## src/design/htd_pkg.sv

```systemverilog
// ----------------------------------------------------------------------------
// htd_pkg
// Shared sizes, codes and controller/datapath interface types for the
// depth/age replacement hash table.
// ----------------------------------------------------------------------------
package htd_pkg;

    localparam int INDEX_BITS   = 16;
    localparam int ENTRIES      = 1 << INDEX_BITS;

    localparam int KEY_W        = 64;
    localparam int MOVE_W       = 16;
    localparam int DEPTH_W      = 8;
    localparam int AGE_W        = 8;
    localparam int PAYLOAD_W    = 32;
    localparam int REC_W        = PAYLOAD_W + MOVE_W + DEPTH_W + AGE_W;
    localparam int ENTRY_W      = KEY_W + REC_W;
    localparam int IN_DATA_W    = 120;
    localparam int OUT_DATA_W   = 64;

    localparam logic OP_READ = 1'b0;
    localparam logic OP_SAVE = 1'b1;

    typedef enum logic [1:0] {
        ST_CLEAR,
        ST_IDLE,
        ST_EVAL
    } htd_state_t;

    typedef struct packed {
        logic clear_wr;   // write zeros at the sweep counter
        logic capture;    // take the input item, issue the table read
        logic save_eval;  // write back the entry if replacement allows
        logic load_out;   // load the result register
    } htd_cmd_t;

    typedef struct packed {
        logic clear_last; // sweep counter at last entry
        logic is_save;    // captured item is a save
        logic out_free;   // result register can take a new result
    } htd_status_t;

endpackage

```

## src/design/htd_ctrl.sv

```systemverilog
// ----------------------------------------------------------------------------
// htd_ctrl
// Controller: clearing sweep after reset, then one item at a time through
// capture and evaluate.
// ----------------------------------------------------------------------------
module htd_ctrl
    import htd_pkg::*;
(
    input  logic        clk,
    input  logic        rst_n,
    input  logic        s_tvalid,
    output logic        s_tready,
    input  htd_status_t status,
    output htd_cmd_t    cmd
);

    htd_state_t state_reg;
    htd_state_t state_next;

    always_ff @(posedge clk or negedge rst_n)
    begin
        if (!rst_n)
        begin
            state_reg <= ST_CLEAR;
        end
        else
        begin
            state_reg <= state_next;
        end
    end

    always_comb
    begin
        state_next = state_reg;
        case (state_reg)
            ST_CLEAR:
            begin
                if (status.clear_last)
                begin
                    state_next = ST_IDLE;
                end
            end
            ST_IDLE:
            begin
                if (s_tvalid)
                begin
                    state_next = ST_EVAL;
                end
            end
            ST_EVAL:
            begin
                if (status.is_save || status.out_free)
                begin
                    state_next = ST_IDLE;
                end
            end
            default:
            begin
                state_next = ST_CLEAR;
            end
        endcase
    end

    always_comb
    begin
        cmd      = '0;
        s_tready = 1'b0;
        case (state_reg)
            ST_CLEAR:
            begin
                cmd.clear_wr = 1'b1;
            end
            ST_IDLE:
            begin
                s_tready    = 1'b1;
                cmd.capture = s_tvalid;
            end
            ST_EVAL:
            begin
                cmd.save_eval = status.is_save;
                // a read result waits here until the result register frees
                cmd.load_out  = !status.is_save && status.out_free;
            end
            default:
            begin
                cmd = '0;
            end
        endcase
    end

endmodule

```

## config.mk

```make
export PLATFORM = sky130hd
export DESIGN_NAME = htd_ctrl
export DESIGN_NICKNAME = d
export VERILOG_FILES = /design/src/design/htd_pkg.sv /design/src/design/htd_ctrl.sv
export SDC_FILE = /design/constraint.sdc
export NUM_CORES = 1
export LEC_CHECK = 0
export ABC_AREA = 1
export ABC_CLOCK_PERIOD_IN_PS = 1100
export BUFFER_PORTS_ARGS = -buffer_cell sky130_fd_sc_hd__buf_2
export CORE_AREA = 2 2 39 41
export DETAILED_ROUTE_END_ITERATION = 10
export DIE_AREA = 0 0 41 43
export PLACE_DENSITY_LB_ADDON = 0.1
export SYNTH_ARGS = -nofsm -noshare
export SYNTH_HDL_FRONTEND = slang
export SYNTH_SLANG_ARGS = --single-unit
export TNS_END_PERCENT = 5
```

## constraint.sdc

```tcl
create_clock -name clk -period 1.1 [get_ports clk]
set_input_delay 0 -clock clk [delete_from_list [all_inputs] [get_ports clk]]
set_output_delay 0 -clock clk [all_outputs]
set_load 0.01 [all_outputs]
```

==> out/summary.txt <==
Status - finished clean
Worst Setup End Kind - primary output
CTS sink cnt - 2
DRT Pass-1 Iters - 2
CTS root buf - clkbuf_4
I/O pin count - 11
Total CTS buffers - 3
Core area - 1380 µm²
Vias - 168
Final Skew - 0.00109 ns
CTS tree - yes
Final hold viol count - 0
Period utilisation layout - 0.932
Synth cell count leaders - inv_1, nor2_1, dfrtp_1, nand2_1
Met1 wire length - 144 µm
Final ANT Viol Nets - 0
Worst slew pin tran - 0.216 ns
Placed wire-length estimate - 278 µm
Nets@finish - 43
Yosys warns - 0
Top-count cell post-synth - inv_1
Sequential fraction of the synthesis area - 0.374
Power, Total - 577 µW
Async set or reset register ratio after synthesis - 1.00
Top_reg_cell synth - dfrtp_1
Worst min-delay path category - input port to asynchronous set/reset pin
Skew-Pair Late Insertion Delay - 0.22 ns
Antenna violations before repair - 0
Post-Syn Area - 134 µm²
Number of synthesized flops with an enable pin - 0
Max Clk Rate - 0.975 GHz
Pleak - 0.000142 µW
Setup CP Type - flop to primary output
Final core utilization - 0.180
Clock period minus worst slack - 1.03 ns
Pre-CTS setup slack - 0.275 ns
Grt ovf - 0
Layout cell share with drive strength beyond 1 - 0.543
Post-synth top area cell - dfrtp_1
Initial core utilization - 0.0967
Normalized max-slew margin - 0.855
Post-synth cell types - 12
Number of global-route vias before repair - 169
VDD IR max - 0.400 mV
Count of final max-slew check failures - 0
Synth area leaders - dfrtp_1, inv_1, nor2_1
GP Congestion - 0.621
CP Launch Type - flop
Die height - 43 µm
Met2 wire len - 194 µm
First-pass GRT wire length - 600 µm
Final setup TNS - 0 ns
Max FFs per register - 2
DR top layer - met3
Vias per cell - 3.29
H-Tree Depth - 1
Final setup viols - 0
RSZ-0062 raised after global routing - no
Setup ws final - 0.0746 ns
Hold Worst Slack - 0.0922 ns
DRC violation count after routing - 0
Final Routed Wirelength - 365 µm
Worst EP required - 1.10 ns
Yosys reg bits - 2
Clock-pin slew on the worst setup and hold paths - 0.03 ns
ANT cells - 0
Row cnt - 14
CP arrival - 1.03 ns
Post-synthesis cell count - 20
Pwr Density - 2320 nW/µm²
GR Util All Layers - 0.0552
Die width - 41 µm
Max-cap violations - 0
Layout area overhead - 86.0%
Critical Path Fanout Max - 4
Met3 Wirelength - 27 µm
Port bufs - 10
Wire length per cell - 7.16 µm
Starting DRT DRC Count - 1
Top-area cell type share of the netlist area - 0.374
Largest net degree at the start of global routing - 5
Syn_nets - 26
CTS Buffer Depth - 2
Avg Cell Area, Syn - 6.69 µm²
Die Footprint - 1760 µm²
-- power breakdown --
group / internal [µW] / leakage (µW) / switching, µW / total (µW)
Clock: 120 / 0.0000138 / 42.2 / 163
Combinational: 125 / 0.000104 / 147 / 272
Sequential: 106 / 0.0000251 / 35.5 / 142
-- through the flow --
stage	cell area, µm²	instances
finish	249	51
global route	249	51
global placement	204	46
detailed placement	204	46
floorplan	134	20
CTS	236	50
-- final cells by class --
| type | instances | area (µm²) |
|---|---|---|
| clock buffers | 3 | 22.5 |
| fillers | 175 | 1130 |
| inverters | 6 | 22.5 |
| multi-input cells | 12 | 66.3 |
| flip-flops and latches | 2 | 50.0 |
| well taps | 16 | 20.0 |
| repair buffers | 12 | 67.6 |
-- routing by layer --
metal / track usage / vias to the layer above
met4: 0.0800 / 0
met2: 0.0656 / 6
met1: 0.0611 / 72
met3: 0.0157 / 0
met5: 0 / -
li1: - / 90
-- cell families after synthesis --
family,after synthesis,synth area share
buf+inv,6,0.168
simple gates,9,0.308
compound gates,3,0.150
flops,2,0.374
-- repair_timing --
item / 4_1_cts / 5_1_grt
setup endpoints to repair: 0 / 1
endpoints found under the hold margin: 2 / 0
resized for setup: 0 / 1
hold buffers: 1 / 0
setup buffers: 0 / 1
-- path summary, 6_finish.rpt --
path                                       endpoint  cells past startpoint                     start  slack (ns)
max reg2reg                state_reg[0]$_DFFE_PN0P_                      4  state_reg[0]$_DFFE_PN0P_        0.25
max                                          cmd[0]                      4  state_reg[0]$_DFFE_PN0P_        0.07
max in group asynchronous  state_reg[0]$_DFFE_PN0P_                      2                     rst_n        0.91
min in group clk           state_reg[1]$_DFFE_PN0P_                      3                  s_tvalid        0.09
min                        state_reg[1]$_DFFE_PN0P_                      2                     rst_n        0.09
min reg2reg                state_reg[0]$_DFFE_PN0P_                      2  state_reg[0]$_DFFE_PN0P_        0.62
-- critical path, cell delays in order, from the launching register on --
cell and delay (ns):
dfrtp_1 0.40, inv_2 0.07, nand2_2 0.08, nor3_2 0.10, buf_2 0.14
-- placed cells by master, fill, tap and decap left out --
cell type      Yosys  final
nor2_1             3      3
nand2_2            1      1
nand2_1            2      2
nor3_2             0      1
inv_1              5      5
dfrtp_1            2      2
buf_2              0     10
a21oi_2            1      1
buf_4              0      1
dlygate4sd3_1      0      1
inv_2              1      1
nor2_2             1      1
nand3_1            1      1
o21ai_0            1      1
clkbuf_4           0      3
o22ai_1            1      1
Power figures use the tool's default switching activity.
